<file path="src/rtl/assert_macros.svh">
// ----------------------------------------------------------------------------
// Assertion macros
// Concurrent assertion wrappers shared by the RTL; ASSERT_OFF compiles them out.
// ----------------------------------------------------------------------------
`ifndef ASSERT_MACROS_SVH
`define ASSERT_MACROS_SVH

`ifndef ASSERT_OFF

// clocked check, masked while reset is held
`define SP_ASSERT(lbl, clk_s, rstn_s, prop, msg) \
  lbl: assert property (@(posedge clk_s) disable iff (!rstn_s) (prop)) \
    else $error(msg);

// clocked check that also runs through reset
`define SP_ASSERT_NR(lbl, clk_s, prop, msg) \
  lbl: assert property (@(posedge clk_s) (prop)) else $error(msg);

`else

`define SP_ASSERT(lbl, clk_s, rstn_s, prop, msg)
`define SP_ASSERT_NR(lbl, clk_s, prop, msg)

`endif

`endif

</file>
<file path="src/rtl/segpoly_vstore.sv">
`timescale 1ns / 1ps
// ----------------------------------------------------------------------------
// segpoly_vstore
// Vertex memory: one write port, one registered read port.
// ----------------------------------------------------------------------------
module segpoly_vstore #(
  parameter int DEPTH = 16,
  parameter int CB    = 16,
  parameter int AW    = $clog2(DEPTH)
) (
  input  logic                 clk,
  input  logic                 wr_en,
  input  logic [AW-1:0]        wr_addr,
  input  logic signed [CB-1:0] wr_x,
  input  logic signed [CB-1:0] wr_y,
  input  logic                 rd_en,
  input  logic [AW-1:0]        rd_addr,
  output logic signed [CB-1:0] rd_x,
  output logic signed [CB-1:0] rd_y
);

  logic signed [CB-1:0] mem_x_r [DEPTH];
  logic signed [CB-1:0] mem_y_r [DEPTH];
  logic signed [CB-1:0] rd_x_r;
  logic signed [CB-1:0] rd_y_r;

  always_ff @(posedge clk) begin
    if (wr_en) begin
      mem_x_r[wr_addr] <= wr_x;
      mem_y_r[wr_addr] <= wr_y;
    end
    if (rd_en) begin
      rd_x_r <= mem_x_r[rd_addr];
      rd_y_r <= mem_y_r[rd_addr];
    end
  end

  assign rd_x = rd_x_r;
  assign rd_y = rd_y_r;

endmodule

</file>
<file path="config.mk">
export PLATFORM = sky130hd
export DESIGN_NAME = segpoly_vstore
export DESIGN_NICKNAME = d
export VERILOG_FILES = /design/src/rtl/assert_macros.svh /design/src/rtl/segpoly_vstore.sv
export SDC_FILE = /design/constraint.sdc
export NUM_CORES = 1
export LEC_CHECK = 0
export ABC_AREA = 1
export BUFFER_PORTS_ARGS = -buffer_cell sky130_fd_sc_hd__buf_2
export CORE_MARGIN = 2
export CORE_UTILIZATION = 45
export CTS_CLUSTER_DIAMETER = 80
export DETAILED_ROUTE_END_ITERATION = 7
export PLACE_DENSITY = 0.64
export REMOVE_ABC_BUFFERS = 1
export SETUP_SLACK_MARGIN = 0.3
export SLEW_MARGIN = 5
export SYNTH_ARGS = -nofsm -noshare
export SYNTH_HDL_FRONTEND = slang
export SYNTH_SLANG_ARGS = --single-unit
export TNS_END_PERCENT = 50
</file>
<file path="constraint.sdc">
create_clock -name clk -period 3.9 [get_ports clk]
set_clock_uncertainty 0.05 [all_clocks]
set_input_delay 0.585 -clock clk [delete_from_list [all_inputs] [get_ports clk]]
set_output_delay 0.585 -clock clk [all_outputs]
set_load 0.05 [all_outputs]
</file>
==> results.yml, run 1 <==
synthesis:
  yosysWarnings: 0
  synthMuxAreaShare_pct: 0
  synth.distinct_cells: 13
  syn_area_mm2: 0.0231
  synth_compound_area_share_pct: 0
  synth.top_cell.area_share_pct: 70.8
  syn_area_per_cell_um2: 10.9
  synth_cells: 2122
  ys_ff_latch: 544
  synth_top_cell_by_area: "edfxtp_1"
  synth-adder-area-share_pct: 0
  yosys-top-cells-area: "edfxtp_1 (71%), nand2_1 (11%), nand3_1 (8.4%)"
  synth_top_family_by_area: "simple AND/OR/NAND/NOR gates"
  synth-simple-area-share_pct: 19.7
  seq_area_frac_synth_pct: 70.8
  synth_xor_area_share_pct: 0
timing:
  fin_crit_sh_pct: 51.1
  setup_viol: 0
  period_minus_slack_ns: 1.99
  finalHoldViolCount: 0
  slew_headroom_pct: 26.7
  whs_ns: 0.304
  worstMarginPinSlew_ns: 1.10
  finalMaxSlewViolations: 0
  rsz0062_at_grt: "false"
  fmax_ghz: 0.502
  setup_tns_ns: 0
global_route:
  met2_usage_pct: 34.6
  grt_pass1_wl_mm: 82.0
  overflow: 0
  use_met1_pct: 26.2
  grt_antenna_before_repair: 0
  grtUsageTotal_pct: 20.3
  grt_pass1_vias: 14300
  grt_start_max_net_pins: 116
  grt_most_used_layer: "met2"
  grt_util_met3_pct: 2.64
finish:
  drive_above_1_share_pct: 8.96
  final_util_pct: 50.9
  fill_cells: 4317
  syn2layout_area_growth_pct: 11.3
  multi_input_area_mm2: 0.00466
  nNetsFinal: 2229
  antennaDiodeCount: 0
  ff_latch_area_mm2: 0.0163
setup_path:
  startpoint_type: "input pin"
  critical_path_buf_inv_count: 3
  r2r_cells: 6
  rrSetupSlack_ns: 2.65
  cp.required_ns: 4.19
  rr_startpoint: "mem_x_r[13][12]"
  timing.rr.end: "rd_x[12]"
  slowest_stage: "inv_6"
  crit_path_max_fanout: 84
  crit_path_max_incr_delay_ns: 0.56
  crit_arrival_ns: 2.29
  path_delay_family: "buffers and inverters"
  crit_path_frequent_cell: "nand3_1"
  crit_cells: 8
  crit_chain: "clkbuf_8, inv_6, buf_4, nand2_1, nand3_1, nand3_1, nand3_1, nand2_1"
  end_kind: "flop"
  crit_type: "input pin to flop"
die:
  die-area_mm2: 0.0531
  initial_utilization_pct: 45.8
  num_io_pins: 75
  die_x_um: 230
  core_mm2: 0.0504
  rows: 82
  die_y_um: 230
hold_path:
  worstHoldStart: "wr_y[5]"
  hold_path.class: "input pin to flop"
  hold_end: "mem_y_r[8][5]"
  min_path_cells: 1
clocking:
  root_buffer: "clkbuf_16"
  cts_tree: "done"
  hold_buffers: 0
  cts_setup_buffers: 0
  path_clk_slew_ns: 0.07
  cts-buffers-inserted: 53
  ctsResizeCount: 0
  clk_path_buf_depth: 3
  cts_sinks: 544
  insertion_delay_ns: 0.60
  h-tree-depth: 2
place:
  place_congestion: 0.777
  dp.final_hpwl_mm: 27.6
  place.port_buffers: 74
power:
  powerDensity_mw_per_mm2: 475
  vdd_drop_max_mv: 0.361
  leakagePower_nw: 10.8
  total_power_mw: 12.2
routing:
  ant_nets: 0
  dr.pass1.iters: 7
  drt_iter0_drc: 1155
  vias: 14600
  drc: 0
  vias_per_cell: 5.03
  routedWlPerCell_um: 18.2
  routed_wl_mm: 52.8
run_status:
  status: "finished clean"
flow_run:
  maxCapViolations: 0
## metrics by stage
stage                     instances  area [um2]  setup WS [ns]
final                          2893       25700           1.91
after detailed placement       2803       24100           1.32
after global routing           2893       25700           1.81
after CTS                      2893       25700           1.93
after floorplan                2017       22400          0.853
after global placement         2803       24100           1.35
## cell families after synthesis
family,Yosys count
simple gates,1082
flops,544
buf+inv,496
## report_power, final
group,total (mW),internal [mW],switching [mW]
sequential,6.62,6.59,0.0366
clock,4.75,2.69,2.06
combinational,0.820,0.205,0.616
## synth_stat cells, drive strengths merged
master    n
edfxtp  544
clkbuf    7
buf      98
nand2   678
nand3   386
inv     391
nor2     18
## layout make-up
class / instances / share of cell area [%]
multi-input cells: 1082 / 18.2
clock inverters: 20 / 0.566
inverters: 391 / 5.75
flip-flops and latches: 544 / 63.7
repair buffers: 114 / 3.00
well taps: 672 / 3.28
clock buffers: 70 / 5.58
## registers in the layout (all words and copies together) (netlist names)
name,cells
mem_x_r,256
mem_y_r,256
rd_x,16
rd_y,16
## layout by cell type (no fill, tap or decap), types with 2 or more instances in the layout
master,n
clkinv_1,10
buf_12,7
clkbuf_1,15
nor2_4,16
inv_6,2
buf_4,34
clkbuf_16,55
bufinv_16,2
inv_1,387
nand2_1,678
nor2_1,2
clkinv_2,7
edfxtp_1,544
nand3_1,386
buf_2,72
## metal layers
metal	wire length, um	up-vias	share of wire (%)
li1	-	6999	-
met3	3000	124	5.7
met5	0	-	0
met1	22100	6994	42
met4	1830	0	3.5
met2	25800	446	49
## how the worst max path moves through the flow
| stage | endpoint | slack (ns) | startpoint |
|---|---|---|---|
| 3_5_place_dp | mem_y_r[10][10] | 1.32 | wr_addr[0] |
| 6_report | rd_y[10] | 1.91 | rd_addr[0] |
| 5_1_grt | rd_y[10] | 1.81 | rd_addr[0] |
| 4_1_cts | rd_y[6] | 1.93 | rd_y[6] |
| 3_3_place_gp | rd_y[15] | 1.35 | rd_addr[0] |
| 2_1_floorplan | rd_x[10] | 0.85 | rd_addr[1] |
Power figures use the tool's default switching activity.
==> run 2: changes to the inputs <==
--- a/config.mk
+++ b/config.mk
@@ -5,7 +5,7 @@
 export SDC_FILE = /design/constraint.sdc
 export NUM_CORES = 1
 export LEC_CHECK = 0
-export ABC_AREA = 1
+export ABC_AREA = 0
 export BUFFER_PORTS_ARGS = -buffer_cell sky130_fd_sc_hd__buf_2
 export CORE_MARGIN = 2
 export CORE_UTILIZATION = 45
==> constraint.sdc (replaced) <==
create_clock -name clk -period 1.9 [get_ports clk]
set_clock_uncertainty 0.05 [all_clocks]
set_input_delay 0.285 -clock clk [delete_from_list [all_inputs] [get_ports clk]]
set_output_delay 0.285 -clock clk [all_outputs]
set_load 0.05 [all_outputs]
==> run 2 against run 1 <==
Sequential share of layout area grew 3.6 points; synthesized cell count down 61%; critical path depth shrank 7; via count decreased by 35%; first-iteration DRC count fell by 27%; combinational power up 87%; final area is 5.4% lower; setup slack lost 1.6 ns; utilization increased by 4.0 points; count of clock-buffer cells in the layout did not move; synthesized area fell by 13%; critical path type is now flop to output port.
==> results.yml, run 2 <==
finish:
  fill_cells: 3275
  syn2layout_area_growth_pct: 20.5
  mostFrequentLayoutCell: "edfxtp_1"
  nNetsFinal: 1071
  drive_above_1_share_pct: 36.2
  layout_common_cells: "edfxtp_1 (544), mux4_2 (128), a22oi_1 (63), buf_2 (61), clkbuf_16 (57)"
  reg_top3: "mem_x_r (256), mem_y_r (256)"
  design_area_mm2: 0.0243
setup_path:
  startpoint_type: "flop"
  r2r_cells: 4
  rr_startpoint: "mem_x_r[2][8]"
  crit_chain: "buf_6"
  path_delay_family: "flip-flops"
  crit_path_max_incr_delay_ns: 0.51
  cp.required_ns: 1.56
  rrSetupSlack_ns: 0.37
  critical_path_buf_inv_count: 1
  crit_arrival_ns: 1.31
  crit_path_max_fanout: 1
  timing.rr.end: "rd_x[8]"
  crit_type: "flop to output port"
  slowest_stage: "edfxtp_1"
  end_kind: "output port"
place:
  place.port_buffers: 74
  dp_slack_ns: -0.146
  placed_area_mm2: 0.0223
  dp.final_hpwl_mm: 25.0
  place_congestion: 0.745
hold_path:
  worstHoldStart: "wr_y[6]"
  hold_end: "mem_y_r[9][6]"
  min_path_cells: 1
  hold_path.class: "input pin to flop"
global_route:
  grt_pass1_vias: 9859
  grt_start_max_net_pins: 48
  grt_pass1_wl_mm: 65.3
  overflow: 0
  grt_antenna_before_repair: 2
  grtUsageTotal_pct: 19.3
timing:
  whs_ns: 0.0220
  finalMaxSlewViolations: 0
  fmax_ghz: 0.609
  setup_viol: 0
  fin_crit_sh_pct: 86.4
  period_minus_slack_ns: 1.64
  worstMarginPinSlew_ns: 1.03
  slew_headroom_pct: 31.1
  finalWorstSetupSlack_ns: 0.259
  rsz0062_at_grt: "true"
  finalHoldViolCount: 0
die:
  num_io_pins: 75
  die_x_um: 216
  initial_utilization_pct: 45.6
  die-area_mm2: 0.0465
  rows: 77
  die_y_um: 216
  core_mm2: 0.0442
synthesis:
  syn_area_mm2: 0.0202
  synth_top_family_by_area: "multiplexers"
  synth_edf_count: 544
  synth_compound_area_share_pct: 2.38
  syn_area_per_cell_um2: 24.1
  synth.top_cell.area_share_pct: 81.0
  synth_top_cell_by_area: "edfxtp_1"
  yosysMostFrequentCell: "edfxtp_1"
  yosys-top-cells-count: "edfxtp_1 (544), mux4_2 (128), a22oi_1 (64)"
  yosysWarnings: 0
  seq_area_frac_synth_pct: 81.0
  ys_ff_latch: 544
  synth_xor_area_share_pct: 0
  synth.distinct_cells: 16
  synth-adder-area-share_pct: 0
  synth_cells: 838
  async_reset_ff_share_pct: 0
  synth-simple-area-share_pct: 1.25
  synth-main-ff-cell: "edfxtp_1"
  yosys-top-cells-area: "edfxtp_1 (81%), mux4_2 (14%), a22oi_1 (2.4%)"
  synthMuxAreaShare_pct: 14.3
power:
  leakagePower_nw: 7.87
  swShare_pct: 20.7
  power_switching_mw: 5.35
  total_power_mw: 25.8
  clkPwrFrac_pct: 41.3
  p_comb_share_pct: 5.9
  powerDensity_mw_per_mm2: 1060
  vdd_drop_max_mv: 0.684
  p_int_mw: 20.4
  power_frac_seq_pct: 52.8
clocking:
  clk_path_buf_depth: 3
  cts_setup_buffers: 0
  insertion_delay_ns: 0.59
  root_buffer: "clkbuf_16"
  cts_sinks: 544
  cts_tree: "done"
  path_clk_slew_ns: 0.06
  h-tree-depth: 2
  cts-buffers-inserted: 55
flow_run:
  maxCapViolations: 0
run_status:
  status: "finished clean"
routing:
  vias_per_cell: 5.70
  drc: 0
  ant_nets: 0
  routedWlPerCell_um: 26.3
  drt_iter0_drc: 845
  vias: 9504
  routed_wl_mm: 43.8
  dr.pass1.iters: 5
## run 2: cell types whose count changed after synthesis, sizes merged
cell	delta
nor2b	+2
nor2	-5
clkbuf	+15
inv	-391
and2	+1
nand3b	+2
nor3	+4
mux4	+128
buf	-77
nand2b	+2
a22oi	+64
nand2	-645
nand3	-385
or3b	+1
## run 2: routing by layer
metal	track usage, %	routed length [um]	vias to the layer above
met3	3.82	3070	74
met4	4.11	772	2
li1	-	-	3997
met5	0	12	-
met2	30.9	21400	346
met1	27.9	18600	5085
## run 2: cell families (layout without fill, tap and decap cells)
logic type,count (synthesis),count (layout)
simple gates,59,59
buf+inv,43,278
flops,544,544
other cells,0,1
mux,128,128
compound gates,64,64
## run 2: area by class of cell
class                      count  area (um2)  share of cell area, %
sequential                   544       16300                   67.3
multi-input combinational    251        3750                   15.5
timing repair buffer         176        1660                   6.84
clock buffer                  70        1480                   6.07
tap                          592         741                   3.05
clock inverter                32         313                   1.29
antenna                        1        2.50                 0.0103
## run 2: stage by stage
step                      setup TNS (ns)  utilization (%)  instances
final                                  0             54.9       1666
after global routing                   0             54.9       1666
after CTS                              0             54.9       1665
after detailed placement           -5.36             50.4       1547
after global placement             -4.60             50.4       1547
after floorplan                  -363.93                -        795
## run 2: how the worst max path moves through the flow
stage | start | end | slack, ns | cells after the start
6_report | rd_y[9] | rd_y[9] | 0.26 | 1
5_1_grt | rd_y[9] | rd_y[9] | 0.24 | 1
4_1_cts | rd_y[9] | rd_y[9] | 0.26 | 1
3_5_place_dp | wr_addr[3] | mem_x_r[0][13] | -0.15 | 4
3_3_place_gp | rd_addr[0] | rd_x[14] | -0.16 | 6
2_1_floorplan | wr_addr[3] | mem_x_r[0][0] | -1.61 | 2
## run 2: power groups by stage
stage | registers (mW) | clock network, mW | logic, mW
5_1_grt | 13.6 | 11.3 | 1.64
2_1_floorplan | 14.0 | 0 | 0.518
6_report | 13.6 | 10.6 | 1.53
3_5_place_dp | 13.9 | 0 | 1.50
3_3_place_gp | 13.8 | 0 | 1.48
4_1_cts | 13.6 | 10.9 | 1.55
## run 2: timing repair
item                                    in CTS  in global routing
gates resized for setup                     14                 11
pin swaps                                    0                  0
hold buffers                                16                  0
gates cloned                                 0                  0
endpoints found under the setup margin      15                 15
endpoints found under the hold margin      177                  0
==> run 3: changes to the inputs <==
--- a/config.mk
+++ b/config.mk
@@ -7,11 +7,15 @@
 export LEC_CHECK = 0
 export ABC_AREA = 0
 export BUFFER_PORTS_ARGS = -buffer_cell sky130_fd_sc_hd__buf_2
+export CELL_PAD_IN_SITES_DETAIL_PLACEMENT = 2
+export CELL_PAD_IN_SITES_GLOBAL_PLACEMENT = 2
+export CORE_ASPECT_RATIO = 1.25
 export CORE_MARGIN = 2
 export CORE_UTILIZATION = 45
 export CTS_CLUSTER_DIAMETER = 80
+export CTS_CLUSTER_SIZE = 40
 export DETAILED_ROUTE_END_ITERATION = 7
-export PLACE_DENSITY = 0.64
+export PLACE_DENSITY = 0.75
 export REMOVE_ABC_BUFFERS = 1
 export SETUP_SLACK_MARGIN = 0.3
 export SLEW_MARGIN = 5
==> run 3 against run 2 <==
Clock power down 38%; largest power group unchanged; largest cell class unchanged; critical path type unchanged; sequential power barely moved; routed wire length rose by 22%; first-iteration DRC count increased by 25%; via count shrank 0.42%; sequential cell count did not move; final cell count shrank 5.9%; non-clock buffer count shrank 16.
==> results.yml, run 3 (same netlist as run 2, synthesis figures left out) <==
run_status:
  status: "finished clean"
routing:
  dr.pass1.iters: 6
  vias: 9464
  drt_iter0_drc: 1058
  drc: 0
  routed_wl_mm: 53.4
  vias_per_cell: 6.04
  routedWlPerCell_um: 34.1
  ant_nets: 0
die:
  core_mm2: 0.0441
  die-area_mm2: 0.0465
  die_x_um: 193
  num_io_pins: 75
  initial_utilization_pct: 45.7
  die_y_um: 241
  rows: 86
place:
  dp_slack_ns: -0.284
  dp.final_hpwl_mm: 31.4
  place_congestion: 0.704
  place.port_buffers: 74
  placed_area_mm2: 0.0221
global_route:
  use_met1_pct: 33.9
  grt_most_used_layer: "met2"
  grt_start_max_net_pins: 41
  grt_pass1_wl_mm: 77.6
  grt_pass1_vias: 10400
  grt_antenna_before_repair: 0
  grtUsageTotal_pct: 23.4
  met2_usage_pct: 39.7
  grt_util_met3_pct: 2.01
  overflow: 0
power:
  powerDensity_mw_per_mm2: 938
  leakagePower_nw: 7.33
  vdd_drop_max_mv: 0.960
clocking:
  clk_path_buf_depth: 3
  cts_sinks: 544
  path_clk_slew_ns: 0.14
  cts_tree: "done"
  insertion_delay_ns: 0.60
  h-tree-depth: 1
  cts_setup_buffers: 0
  cts-buffers-inserted: 22
  root_buffer: "clkbuf_16"
finish:
  reg_top3: "mem_x_r (256), mem_y_r (256)"
  layout_common_cells: "edfxtp_1 (544), mux4_2 (128), buf_2 (64), a22oi_1 (61), buf_12 (36)"
  mostFrequentLayoutCell: "edfxtp_1"
  nNetsFinal: 1022
  antennaDiodeCount: 0
  fill_cells: 3666
  drive_above_1_share_pct: 33.3
  syn2layout_area_growth_pct: 15.2
  design_area_mm2: 0.0232
flow_run:
  maxCapViolations: 0
setup_path:
  cp.required_ns: 1.56
  path_delay_family: "flip-flops"
  slowest_stage: "edfxtp_1"
  crit_path_max_fanout: 1
  startpoint_type: "flop"
  crit_arrival_ns: 1.32
  crit_chain: "buf_6"
  crit_type: "flop to output port"
  crit_path_max_incr_delay_ns: 0.52
  end_kind: "output port"
  critical_path_buf_inv_count: 1
timing:
  finalWorstSetupSlack_ns: 0.241
  finalHoldViolCount: 0
  setup_tns_ns: 0
  rsz0062_at_grt: "true"
  fin_crit_sh_pct: 87.3
  setup_viol: 0
  worstMarginPinSlew_ns: 1.06
  period_minus_slack_ns: 1.66
  slew_headroom_pct: 29.5
  finalMaxSlewViolations: 0
  fmax_ghz: 0.603
hold_path:
  hold_path.class: "input pin to flop"
==> run 3: path summary, 6_finish.rpt <==
check / startpoint / end / slack [ns] / cells after the start
worst max-delay path: rd_x[8] / rd_x[8] / 0.24 / 1
worst min register to register: mem_x_r[13][4] / rd_x[4] / 0.72 / 3
worst max register to register: mem_x_r[3][8] / rd_x[8] / 0.33 / 3
worst min-delay path: wr_x[14] / mem_x_r[4][14] / 0.02 / 1
==> run 3: metal layers <==
metal | up-vias | part of all wire, %
li1 | 3854 | -
met3 | 47 | 4.2
met2 | 286 | 50
met1 | 5277 | 44
met4 | 0 | 1.5
met5 | - | 0
==> run 3: report_power, final <==
| group | switching, mW | internal, mW | total [mW] |
|---|---|---|---|
| Clock | 4.07 | 2.51 | 6.59 |
| Sequential | 0.103 | 13.5 | 13.6 |
| Combinational | 0.984 | 0.607 | 1.59 |
| Total | 5.16 | 16.6 | 21.8 |
==> run 3: what timing repair did <==
| action | CTS | global route |
|---|---|---|
| hold endpoints to repair | 206 | 0 |
| hold buffers | 19 | 0 |
| resized for setup | 13 | 8 |
| endpoints found under the setup margin | 15 | 15 |
| pin swaps | 1 | 1 |
==> run 3: per-stage QoR <==
stage	util [%]	cells	hold slack, ns	power (mW)
4_1_cts	52.6	1567	0.00131	22.0
3_5_place_dp	50.2	1508	0.629	15.4
6_report	52.6	1567	0.0220	21.8
5_1_grt	52.6	1567	0.0170	22.3
3_3_place_gp	50.2	1508	0.602	15.3
2_1_floorplan	-	795	0.334	14.6
==> run 3: layout make-up <==
type,count,area [um2],share of cell area (%)
Timing Repair Buffer,160,1580,6.78
Tap cell,572,716,3.08
Sequential cell,544,16300,70.3
Multi-Input combinational cell,251,3760,16.2
Clock buffer,23,576,2.48
Clock inverter,17,255,1.10
